[config.mk]
export PLATFORM = sky130hd
export DESIGN_NAME = hbp_packer_flat
export DESIGN_NICKNAME = d
export VERILOG_FILES = /design/src/rtl/core/hbp_pkg.sv /design/src/rtl/core/hbp_byte_if.sv /design/src/rtl/core/hbp_packer.sv /design/src/flat_wrapper.sv
export VERILOG_INCLUDE_DIRS = /design/src /design/src/rtl/core
export SDC_FILE = /design/constraint.sdc
export NUM_CORES = 1
export LEC_CHECK = 0
export ABC_AREA = 1
export BUFFER_PORTS_ARGS = -buffer_cell sky130_fd_sc_hd__buf_2
export CAP_MARGIN = 5
export CELL_PAD_IN_SITES_DETAIL_PLACEMENT = 0
export CELL_PAD_IN_SITES_GLOBAL_PLACEMENT = 2
export CORE_AREA = 4 4 125 138
export CTS_CLUSTER_SIZE = 25
export DETAILED_ROUTE_END_ITERATION = 8
export DIE_AREA = 0 0 129 142
export GPL_TIMING_DRIVEN = 0
export PLACE_DENSITY = 0.83
export SYNTH_ARGS = -nofsm -noshare
export SYNTH_HDL_FRONTEND = slang
export SYNTH_SLANG_ARGS = --single-unit
export TNS_END_PERCENT = 20
[constraint.sdc]
create_clock -name i_clk -period 6.2 [get_ports i_clk]
set_input_delay 1.24 -clock i_clk [delete_from_list [all_inputs] [get_ports i_clk]]
set_output_delay 1.24 -clock i_clk [all_outputs]
set_load 0.05 [all_outputs]
[src/rtl/core/assert_macros.svh]
// ---------------------------------------------------------------------------
// assert_macros.svh
// clocked assertion helpers used by the hbp_packer module of the bit packer
// ---------------------------------------------------------------------------
`ifndef ASSERT_MACROS_SVH
`define ASSERT_MACROS_SVH

// plain property, disabled while reset is held
`define HBP_ASSERT(lbl, clk, rst_n, prop, msg) \
    lbl: assert property (@(posedge clk) disable iff (!(rst_n)) (prop)) else $error(msg);

// implication checked in the next cycle, disabled while reset is held
`define HBP_ASSERT_NEXT(lbl, clk, rst_n, ante, cons, msg) \
    lbl: assert property (@(posedge clk) disable iff (!(rst_n)) (ante) |=> (cons)) \
        else $error(msg);

`endif

[src/rtl/core/hbp_pkg.sv]
// ---------------------------------------------------------------------------
// hbp_pkg
// types, widths and helpers for the huffman bit packer
// ---------------------------------------------------------------------------
package hbp_pkg;

    localparam int MAX_CODE_LEN = 32;
    localparam int REQ_W        = 2;
    localparam int SYM_W        = 8;
    localparam int CODE_W       = 32;
    localparam int LEN_W        = 6;
    localparam int BYTE_W       = 8;
    localparam int PEND_W       = 7;
    localparam int PCNT_W       = 3;
    localparam int ACC_W        = PEND_W + MAX_CODE_LEN;
    localparam int TOTAL_W      = 6;
    localparam int MAX_BYTES    = 4;
    localparam int ECNT_W       = 3;
    localparam int QUEUE_W      = MAX_BYTES * BYTE_W;
    localparam int TABLE_DEPTH  = 1 << SYM_W;

    typedef enum logic [REQ_W-1:0] {
        REQ_LOAD   = 2'd0,
        REQ_ENCODE = 2'd1,
        REQ_FLUSH  = 2'd2
    } t_req_type;

    typedef struct packed {
        logic [LEN_W-1:0]  len;
        logic [CODE_W-1:0] code;
    } t_code_entry;

    typedef struct packed {
        logic        wr_en;
        logic        rd_en;
        logic [SYM_W-1:0] addr;
        t_code_entry wr_entry;
    } t_mem_req;

    function automatic logic [LEN_W-1:0] sat_len(input logic [LEN_W-1:0] len);
        return (len > LEN_W'(MAX_CODE_LEN)) ? LEN_W'(MAX_CODE_LEN) : len;
    endfunction

    function automatic logic [CODE_W-1:0] mask_code(input logic [CODE_W-1:0] code,
                                                    input logic [LEN_W-1:0]  len);
        logic [CODE_W:0] m;
        m = ({{CODE_W{1'b0}}, 1'b1} << len) - 1'b1;
        return code & m[CODE_W-1:0];
    endfunction

endpackage

[src/rtl/core/hbp_byte_if.sv]
// ---------------------------------------------------------------------------
// hbp_byte_if
// packed byte channel with end-of-item marker
// ---------------------------------------------------------------------------
interface hbp_byte_if;
    logic                          valid;
    logic                          ready;
    logic [hbp_pkg::BYTE_W-1:0]    out_byte;
    logic                          last;

    modport source (output valid, out_byte, last, input ready);
    modport sink   (input valid, out_byte, last, output ready);
endinterface

[src/rtl/core/hbp_packer.sv]
// ---------------------------------------------------------------------------
// hbp_packer
// lookup stage, pending bit buffer and byte emitter
// ---------------------------------------------------------------------------
`include "assert_macros.svh"

module hbp_packer (
    input  logic                          i_clk,
    input  logic                          i_rst_n,
    input  logic                          i_accept,
    input  logic [hbp_pkg::REQ_W-1:0]     i_req_type,
    input  hbp_pkg::t_code_entry          i_entry,
    output logic                          o_ready,
    hbp_byte_if.source                    o_byte
);
    import hbp_pkg::*;

    logic                 r_s1_valid;
    logic                 r_s1_flush;
    logic [PEND_W-1:0]    r_pend_bits;
    logic [PCNT_W-1:0]    r_pend_cnt;
    logic [QUEUE_W-1:0]   r_emit_q;
    logic [ECNT_W-1:0]    r_emit_cnt;

    logic [PEND_W-1:0]    n_pend_bits;
    logic [PCNT_W-1:0]    n_pend_cnt;
    logic [QUEUE_W-1:0]   n_emit_q;
    logic [ECNT_W-1:0]    n_emit_cnt;

    logic                 s1_take;
    logic                 s1_move;
    logic                 emit_free;
    logic                 emit_take;

    logic [ACC_W-1:0]     acc;
    logic [TOTAL_W-1:0]   total;
    logic [TOTAL_W-1:0]   align_shift;
    logic [ACC_W-1:0]     aligned;
    logic [PEND_W-1:0]    pend_mask;
    logic [BYTE_W-1:0]    flush_byte;

    assign s1_take   = i_accept && ((i_req_type == REQ_ENCODE) || (i_req_type == REQ_FLUSH));
    assign emit_take = (r_emit_cnt != '0) && o_byte.ready;
    assign emit_free = (r_emit_cnt == '0) || ((r_emit_cnt == ECNT_W'(1)) && o_byte.ready);
    assign s1_move   = r_s1_valid && emit_free;
    assign o_ready   = !r_s1_valid || emit_free;

    always_ff @(posedge i_clk) begin
        if (!i_rst_n) begin
            r_s1_valid <= 1'b0;
            r_s1_flush <= 1'b0;
        end else begin
            if (s1_take || s1_move) begin
                r_s1_valid <= s1_take;
            end
            if (s1_take) begin
                r_s1_flush <= (i_req_type == REQ_FLUSH);
            end
        end
    end

    // append code below pending bits, then left-align the whole bytes
    assign acc         = ({{MAX_CODE_LEN{1'b0}}, r_pend_bits} << i_entry.len)
                         | {{PEND_W{1'b0}}, i_entry.code};
    assign total       = TOTAL_W'(r_pend_cnt) + i_entry.len;
    assign align_shift = TOTAL_W'(ACC_W) - total;
    assign aligned     = acc << align_shift;
    assign pend_mask   = ~({PEND_W{1'b1}} << total[PCNT_W-1:0]);
    assign flush_byte  = {1'b0, r_pend_bits} << (4'd8 - {1'b0, r_pend_cnt});

    always_comb begin
        n_pend_bits = r_pend_bits;
        n_pend_cnt  = r_pend_cnt;
        n_emit_q    = r_emit_q;
        n_emit_cnt  = r_emit_cnt;
        if (s1_move) begin
            if (r_s1_flush) begin
                n_pend_bits = '0;
                n_pend_cnt  = '0;
                n_emit_q    = {flush_byte, {(BYTE_W-PCNT_W){1'b0}}, r_pend_cnt,
                               {(QUEUE_W-2*BYTE_W){1'b0}}};
                n_emit_cnt  = ECNT_W'(2);
            end else begin
                n_pend_bits = acc[PEND_W-1:0] & pend_mask;
                n_pend_cnt  = total[PCNT_W-1:0];
                n_emit_q    = aligned[ACC_W-1 -: QUEUE_W];
                n_emit_cnt  = total[TOTAL_W-1:PCNT_W];
            end
        end else if (emit_take) begin
            n_emit_q   = {r_emit_q[QUEUE_W-BYTE_W-1:0], {BYTE_W{1'b0}}};
            n_emit_cnt = r_emit_cnt - 1'b1;
        end
    end

    always_ff @(posedge i_clk) begin
        if (!i_rst_n) begin
            r_pend_bits <= '0;
            r_pend_cnt  <= '0;
            r_emit_cnt  <= '0;
        end else begin
            r_pend_bits <= n_pend_bits;
            r_pend_cnt  <= n_pend_cnt;
            r_emit_cnt  <= n_emit_cnt;
        end
    end

    always_ff @(posedge i_clk) begin
        r_emit_q <= n_emit_q;
    end

    assign o_byte.valid    = (r_emit_cnt != '0);
    assign o_byte.out_byte = r_emit_q[QUEUE_W-1 -: BYTE_W];
    assign o_byte.last     = (r_emit_cnt == ECNT_W'(1));

    `HBP_ASSERT_NEXT(a_flush_clears, i_clk, i_rst_n, s1_move && r_s1_flush, (r_pend_cnt == '0) && (r_pend_bits == '0), "flush left pending bits")
    `HBP_ASSERT_NEXT(a_flush_two, i_clk, i_rst_n, s1_move && r_s1_flush, r_emit_cnt == ECNT_W'(2), "flush did not queue two bytes")
    `HBP_ASSERT(a_emit_bound, i_clk, i_rst_n, r_emit_cnt <= ECNT_W'(MAX_BYTES), "emitter holds too many bytes")
    `HBP_ASSERT_NEXT(a_s1_hold, i_clk, i_rst_n, r_s1_valid && !emit_free, r_s1_valid, "lookup stage dropped an item")

endmodule

[src/flat_wrapper.sv]
// flat-port wrapper written by rule: the top's interface ports become plain ports
module hbp_packer_flat import hbp_pkg::*;
  (i_clk, i_rst_n, i_accept, i_req_type, i_entry, o_ready, o_byte_valid, o_byte_out_byte, o_byte_last, o_byte_ready);
  hbp_byte_if o_byte_i ();
  input  logic i_clk;
  input  logic i_rst_n;
  input  logic i_accept;
  input  logic [hbp_pkg::REQ_W-1:0] i_req_type;
  input  hbp_pkg::t_code_entry i_entry;
  output logic o_ready;
  output wire logic [$bits(o_byte_i.valid)-1:0] o_byte_valid;
  output wire logic [$bits(o_byte_i.out_byte)-1:0] o_byte_out_byte;
  output wire logic [$bits(o_byte_i.last)-1:0] o_byte_last;
  input wire logic [$bits(o_byte_i.ready)-1:0] o_byte_ready;
  assign o_byte_valid = o_byte_i.valid;
  assign o_byte_out_byte = o_byte_i.out_byte;
  assign o_byte_last = o_byte_i.last;
  assign o_byte_i.ready = o_byte_ready;
  hbp_packer u_core (.i_clk(i_clk), .i_rst_n(i_rst_n), .i_accept(i_accept), .i_req_type(i_req_type), .i_entry(i_entry), .o_ready(o_ready), .o_byte(o_byte_i));
endmodule
Word level (Yosys, flattened, before mapping). Cells that the tools add are included.

Register bits after elaboration: 47. Output and inout port bits: 11. Word-level logic and storage cells: 40.

Add/subtract/negate cells: 4. Equal/unequal tests: 3. Shift operators: 4. Multiplexer cells: 8. Bitwise gates (word level): 3. Reductions and logical operators: 12.

Operators with widths (number): 2-to-1 mux 32 bit (3); bitwise OR 39 x 32 -> 39 bit (1); left shift 39 x 6 -> 39 bit (1); left shift 7 x 6 -> 39 bit (1); 2-to-1 mux 3 bit (4); left shift 7 x 4 -> 8 bit (1); AND 7 bit (1); 2-to-1 mux 7 bit (1); inverter 7 bit (1); left shift 7 x 3 -> 7 bit, first input constant (1); adder 3 x 6 -> 6 bit (1); subtractor 6 bit, first input constant (1); logical AND 1 bit (4); logical OR 1 bit (4); subtractor 4 x 3 -> 4 bit, first input constant (1); equality test 3 x 1 -> 1 bit, second input constant (1); zero test 3 bit (1); nonzero test 3 bit (1); subtractor 3 x 1 -> 3 bit, second input constant (1); equality test 2 x 1 -> 1 bit, second input constant (1); equality test 2 bit, second input constant (1); nonzero test 2 bit (1); zero test 1 bit (1).

Logic depth before layout (Yosys ltp). Gate-level depths: netlist (run 1).

Word-level depth: 5. Mapped depth: 18. Gate-level depth less buffers: 17.

Worst setup path after synthesis (run 1). No wires, ideal clock.

Path kind: input -> register. From: in i_entry[33] (netlist name). To: reg u_core.r_emit_q[24] (data pin). Setup time: 0.253 ns. Arrival time: 3.526 ns. Required time: 5.947 ns. Slack: 2.422 ns. Cell stages on the path: 14. Path buffers: 2. Cell sequence: inv_2 -> buf_6 -> fa_1 -> or2_2 -> a21oi_1 -> xor2_1 -> ha_1 -> clkinv_1 -> clkbuf_1 -> nand3_1 -> nand3_1 -> nand2_1 -> nand2_1 -> nand2_1.

Word-level cells in the longest chain between the ends: 5. Elaborated cells on any way between the ends: 7. Those cells by class: add/sub (2); shift (2); mux (2); bitwise (1).

RTL lines: from (decl) (line flat_wrapper.sv:9) `input hbp_pkg::t_code_entry i_entry;`; adder 3 x 6 -> 6 bit or left shift 7 x 6 -> 39 bit (tied branches) (line hbp_packer.sv:65, hbp_packer.sv:63); subtractor 6 bit or bitwise OR 39 x 32 -> 39 bit (tied branches) (line hbp_packer.sv:66, hbp_packer.sv:64); left shift 39 x 6 -> 39 bit (*) (line hbp_packer.sv:67) `assign aligned = acc << align_shift;`; 2-to-1 mux 32 bit (*) (line hbp_packer.sv:77) `if (r_s1_flush) begin`; 2-to-1 mux 32 bit (*) (line hbp_packer.sv:76) `if (s1_move) begin`; named net u_core.n_emit_q[24] (line hbp_packer.sv:27) `logic [QUEUE_W-1:0] n_emit_q;`; to (signal assigned) (line hbp_packer.sv:108) `r_emit_q <= n_emit_q;`; to (decl) (line hbp_packer.sv:22) `logic [QUEUE_W-1:0] r_emit_q;`.

Mark *: on every way through the listed nets, which the timed path passes. The rest lies on a longest branch. A chain may end at the register's enable or synchronous reset.

Worst setup path after layout (run 1).
From: in i_entry[34] (netlist name). To: reg u_core.r_emit_q[24] (data pin).

Same word-level chain as after synthesis.

==> impl_metrics.tcl, run 1 <==
set metrics [dict create \
    crit_arrival_ns 4.65 \
    drt_pass1_iterations 5 \
    startpoint_type "input pin" \
    synth_top_family_by_area "simple AND/OR/NAND/NOR gates" \
    core-area_um2 15700 \
    worstPathCellList "buf_2, ha_1, a21oi_1, nand3_1, nand2_1, clkbuf_1, ha_1, clkinv_1, clkbuf_1, nand3_1, nand3_1, nand2_1, nand2_1, nand2_1" \
    num_rows 48 \
    tightest_slew_ns 0.869 \
    finalClockSkew_ns 0.00543 \
    drt_iter0_drc 753 \
    synth_area_leaders "nand3_1 33%, edfxtp_1 18%, nand2_1 13%" \
    rsz0062_at_grt "false" \
    cts_inserted_buffers 5 \
    layout.nets 1020 \
    yosys.area.top_type_share 0.334 \
    multi_input_area_um2 3590 \
    synth_warnings 0 \
    max-vdd-ir-drop_v 0.000161 \
    min_period_over_period 0.743 \
    grt_pass1_wl_um 37300 \
    critPathMaxFanout 10 \
    fmax_ghz 0.217 \
    slew-limit-headroom 0.414 \
    leakage_nw 2.81 \
    required_ns 6.25 \
    drc 0 \
    clockBufferDepth 2 \
    cts.repair.resized 0 \
    antenna_cells 0 \
    first_global_vias 6335 \
    finalHoldViolCount 0 \
    setup_viol 0 \
    wl_per_cell_um 21.0 \
    synthToLayoutAreaGrowth_pct 13.1 \
    synth_compound_area_frac 0.0798 \
    root_buffer "clkbuf_16" \
    vias 6679 \
    synth-edff-count 32 \
    min_period_ns 4.60 \
    synth_nets 959 \
    start_util 0.347 \
    wl_um 24500 \
    dp_hpwl_um 20000 \
    critPathMostFrequentCell "nand2_1" \
    ys_ff_latch 47 \
    synthFlopType "edfxtp_1" \
    path_clk_slew_ns 0.07 \
    layout_commonest_cell "nand3_1" \
    gp_congestion 0.961 \
    cts_setup_buffers 0 \
    ios 55 \
    yosysUniqueCellTypes 39 \
    avgSynthCellArea_um2 6.03 \
    slowest_delay_ns 0.52 \
    synth_xor_area_frac 0.00780 \
    synthSimpleGateAreaFrac 0.536 \
    slowest_stage "clkbuf_1" \
    cts_tree "done" \
    cts_hold_buf 0 \
    drive_above_1_share 0.116 \
    postRouteAntennaNets 0 \
    regArea_um2 1260 \
    chipWidth_um 129 \
    synth_top_area_cell "nand3_1" \
    die_h_um 142 \
    power.density_nw_per_um2 301 \
    grt_max_degree 39 \
    portBuffers 54 \
    clock_latency_ns 0.29 \
    slew_viol_final 0 \
    status "finished clean" \
    syn_area_um2 5460 \
    synth-adder-area-share 0.0243 \
    maxCapViolations 0 \
    synth_mux_area_frac 0.0112 \
    clock-sinks 47 \
    overflow 0 \
    crit_type "input pin to flip-flop" \
    finalSetupTns_ns 0 \
    antenna_found_initial 0 \
    grt_usage 0.268 \
    final_cell_mix "364 x nand3_1, 190 x nand2_1, 70 x buf_2" \
    worstSetupEndpointType "flip-flop" \
    ys_async_sr_fraction 0 \
    seq_area_frac_synth 0.231 \
    ctsHtreeMaxLevel 2 \
    dieArea_um2 18300 \
    hp-class "flip-flop to flip-flop" \
    drt-vias-per-instance 5.72 \
    worst_hold_slack_ns 0.531 \
    syn_inst 905 \
    nFillCells 1812 \
]
cell type report:
class                           instances  area share
Clock buffer                            5      0.0203
Clock inverter                          3      0.0116
Buffer                                 65      0.0525
Multi-Input combinational cell        721       0.582
Inverter                               72      0.0446
Timing Repair Buffer                   54      0.0438
Tap cell                              200      0.0405
Sequential cell                        47       0.204
worst max-delay path: cells and delay by family:
kind                       cells  cell delay, ns
buffers and inverters          4            1.35
AOI/OAI and AO/OA              1            0.19
adders and majority gates      2            0.79
and+or+nand+nor                7            1.07
kinds of logic (layout without fill, tap and decap cells):
group,Yosys count,in the layout
AND/OR/NAND/NOR,626,626
adder cells (fa/ha/maj),10,10
multiplexers,6,6
XOR/XNOR,4,4
flip-flops,47,47
AO/OA/AOI/OAI,75,75
buffers and inverters,137,199
final timing paths:
kind	cells past startpoint	from	end	slack [ns]
worst min register to register	2	u_core.r_emit_q[18]	u_core.r_emit_q[26]	0.53
worst max register to register	13	u_core.r_pend_cnt[2]	u_core.r_emit_q[24]	2.25
worst min-delay path	2	u_core.r_emit_q[18]	u_core.r_emit_q[26]	0.53
worst max-delay path	14	i_entry[34]	u_core.r_emit_q[24]	1.60
through the flow:
step | instances | utilization | instance area [um2] | worst slack (ns) | total power, mW
3_3_place_gp | 1159 | 0.380 | 5980 | 1.36 | 1.49
5_1_grt | 1167 | 0.392 | 6170 | 1.37 | 1.98
3_5_place_dp | 1159 | 0.380 | 5980 | 1.38 | 1.49
2_1_floorplan | 905 | - | 5460 | 2.42 | 1.19
4_1_cts | 1167 | 0.392 | 6170 | 1.70 | 1.85
6_report | 1167 | 0.392 | 6170 | 1.60 | 1.86
flip-flops by register name, summed over array words and instances (netlist names):
signal              flops
u_core.r_emit_cnt       3
u_core.r_emit_q        32
u_core.r_pend_bits      7
u_core.r_pend_cnt       3
u_core.r_s1_flush       1
u_core.r_s1_valid       1
synthesized netlist by cell type, types with 6 or more instances:
cell and count:
nand2_1 190, inv_2 6, clkbuf_1 24, nor2_1 39, ha_1 9, o21ai_0 15
inv_1 62, a21oi_1 35, buf_1 12, dfxtp_1 15, buf_2 16, nand3_1 364
edfxtp_1 32, buf_4 10, a22oi_1 7, nand4_1 21
report_power, final:
part | internal, mW | total, mW | switching [mW]
registers | 0.458 | 0.487 | 0.0294
logic | 0.289 | 1.01 | 0.720
clock network | 0.234 | 0.361 | 0.127
per-layer routing:
| layer | up-vias | share of wire | GRT usage |
|---|---|---|---|
| li1 | 3268 | - | - |
| met1 | 3078 | 0.45 | 0.381 |
| met2 | 279 | 0.45 | 0.419 |
| met3 | 54 | 0.060 | 0.0285 |
| met4 | 0 | 0.042 | 0.0989 |
| met5 | - | 0 | 0 |
Note: power is estimated with default switching activity, not from simulation.
==> inputs of run 2 (changes only) <==
CORE_AREA = 4 4 130 144   (was 4 4 125 138)
DIE_AREA = 0 0 134 148   (was 0 0 129 142)
PLACE_DENSITY = 0.77   (was 0.83)
clock period = 4.7 ns   (was 6.2 ns; I/O delays follow)
==> run 2 against run 1 <==
Wire length rose by 2.1%; power grew 28%; highest routed layer unchanged; flip-flop and latch count stayed put; worst setup slack worse by 1.1 ns.
==> impl_metrics.tcl, run 2 (same netlist as run 1, synthesis figures left out) <==
set metrics [dict create \
    min_period_over_period 0.895 \
    r2r_start "u_core.r_pend_cnt[2]" \
    cts_inserted_buffers 5 \
    power.density_nw_per_um2 384 \
    start_util 0.319 \
    startpoint_type "input pin" \
    status "finished clean" \
    drt_pass1_iterations 6 \
    synthToLayoutAreaGrowth_pct 13.2 \
    path_delay_family "buffers and inverters" \
    p_clk_frac 0.166 \
    drt_iter0_drc 642 \
    portBuffers 54 \
    finalSetupTns_ns 0 \
    maxCapViolations 0 \
    ios 55 \
    hold_start "u_core.r_s1_valid" \
    regMostFlops "u_core.r_emit_q" \
    p_comb_frac 0.563 \
    critPathLaunch "i_entry[34]" \
    internal_power_mw 1.22 \
    leakage_nw 2.79 \
    layout_commonest_cell "nand3_1" \
    root_buffer "clkbuf_16" \
    clock-sinks 47 \
    crit_type "input pin to flip-flop" \
    switchingPower_mw 1.15 \
    antenna_cells 0 \
    swShare 0.487 \
    layout.nets 1020 \
    slowest_stage "clkbuf_1" \
    cts_hold_buf 0 \
    drive_above_1_share 0.115 \
    min_period_ns 4.21 \
    hp-class "flip-flop to flip-flop" \
    clockBufferDepth 2 \
    drt-vias-per-instance 5.56 \
    slew_viol_final 0 \
    fmax_ghz 0.238 \
    slowest_delay_ns 0.52 \
    grt_pass1_wl_um 38400 \
    overflow 0 \
    tightest_slew_ns 0.897 \
    clock_latency_ns 0.30 \
    die_h_um 148 \
    wl_um 25000 \
    seqPwrFrac 0.271 \
    ctsHtreeMaxLevel 2 \
    finalHoldViolCount 0 \
    core-area_um2 17100 \
    worstSetupEndpointType "flip-flop" \
    final_util 0.362 \
    finalClockSkew_ns 0.00565 \
    final_cell_mix "364 x nand3_1, 190 x nand2_1, 70 x buf_2" \
    dp_hpwl_um 20500 \
    slew-limit-headroom 0.402 \
    postRouteAntennaNets 0 \
    post-place-ws_ns 0.227 \
    worstPathCellList "buf_2, ha_1, a21oi_1, nand3_1, nand2_1, clkbuf_1, ha_1, clkinv_1, clkbuf_1, nand3_1, nand3_1, nand2_1, nand2_1, nand2_1" \
    num_rows 50 \
    crit_arrival_ns 4.27 \
    cts_tree "done" \
    gp_congestion 0.948 \
    critPathMostFrequentCell "nand2_1" \
    max-vdd-ir-drop_v 0.000194 \
    vias 6675 \
    cts_setup_buffers 0 \
    chipWidth_um 134 \
    critPathMaxFanout 10 \
    path_buf_inv 4 \
    required_ns 4.76 \
    nFillCells 1973 \
    grt_max_degree 39 \
    setup_viol 0 \
    drc 0 \
    fin_ws_ns 0.491 \
    rsz0062_at_grt "false" \
    power_mw 2.37 \
    wl_per_cell_um 20.8 \
    dieArea_um2 19800 \
    antenna_found_initial 0 \
    top_regs "u_core.r_emit_q x32, u_core.r_pend_bits x7" \
    cts.repair.resized 0 \
    grt_usage 0.252 \
    path_clk_slew_ns 0.07 \
    largest_register_ffs 32 \
    first_global_vias 6486 \
]
==> run 2: cell types whose count changed in the layout (fill, tap and decap cells not counted) <==
cell       change
inv_8          -1
clkbuf_16      +1
clkbuf_1       +1
bufinv_16      -2
clkbuf_2       +1
==> run 2: metal layers <==
layer,track usage,vias to the layer above,wire length [um],share of wire
li1,-,3269,-,-
met1,0.340,3087,11200,0.45
met2,0.416,271,11400,0.46
met3,0.0351,48,1510,0.061
met4,0.0797,0,837,0.034
met5,0,-,0,0
==> run 2: power groups by stage <==
stage | Combinational, mW | Clock [mW] | Sequential [mW]
after detailed placement | 1.32 | 0 | 0.653
after global routing | 1.47 | 0.413 | 0.655
final | 1.34 | 0.394 | 0.643
after global placement | 1.33 | 0 | 0.648
after CTS | 1.32 | 0.398 | 0.644
after floorplan | 0.931 | 0 | 0.640
==> run 2: cell type report <==
class                   count  area, um2  share of cell area
repair buffers             54        270              0.0438
plain buffers              65        324              0.0525
well taps                 234        293              0.0474
clock buffers               8        159              0.0257
multi-input cells         721       3590               0.582
inverters                  72        275              0.0446
flip-flops and latches     47       1260               0.204
==> run 2: worst register-to-register path: cells and delay by family, from the launching register on <==
family                   cells  cell delay (ns)
adder cells (fa/ha/maj)      2             0.77
buffers and inverters        3             1.18
AND/OR/NAND/NOR              7             1.02
flip-flops                   1             0.44
AO/OA/AOI/OAI                1             0.19
==> run 2: worst paths after layout <==
path | to | slack (ns) | depth (start not counted)
max | u_core.r_emit_q[24] | 0.49 | 14
min | u_core.r_s1_valid | 0.53 | 2
max reg2reg | u_core.r_emit_q[24] | 0.86 | 13
min reg2reg | u_core.r_s1_valid | 0.53 | 2
==> run 2: stage by stage <==
step                area, um2  instances  hold WS (ns)
floorplan                5460        905         0.479
CTS                      6180       1201         0.533
global route             6180       1201         0.562
finish                   6180       1201         0.534
detailed placement       6020       1193         0.519
global placement         6020       1193         0.515
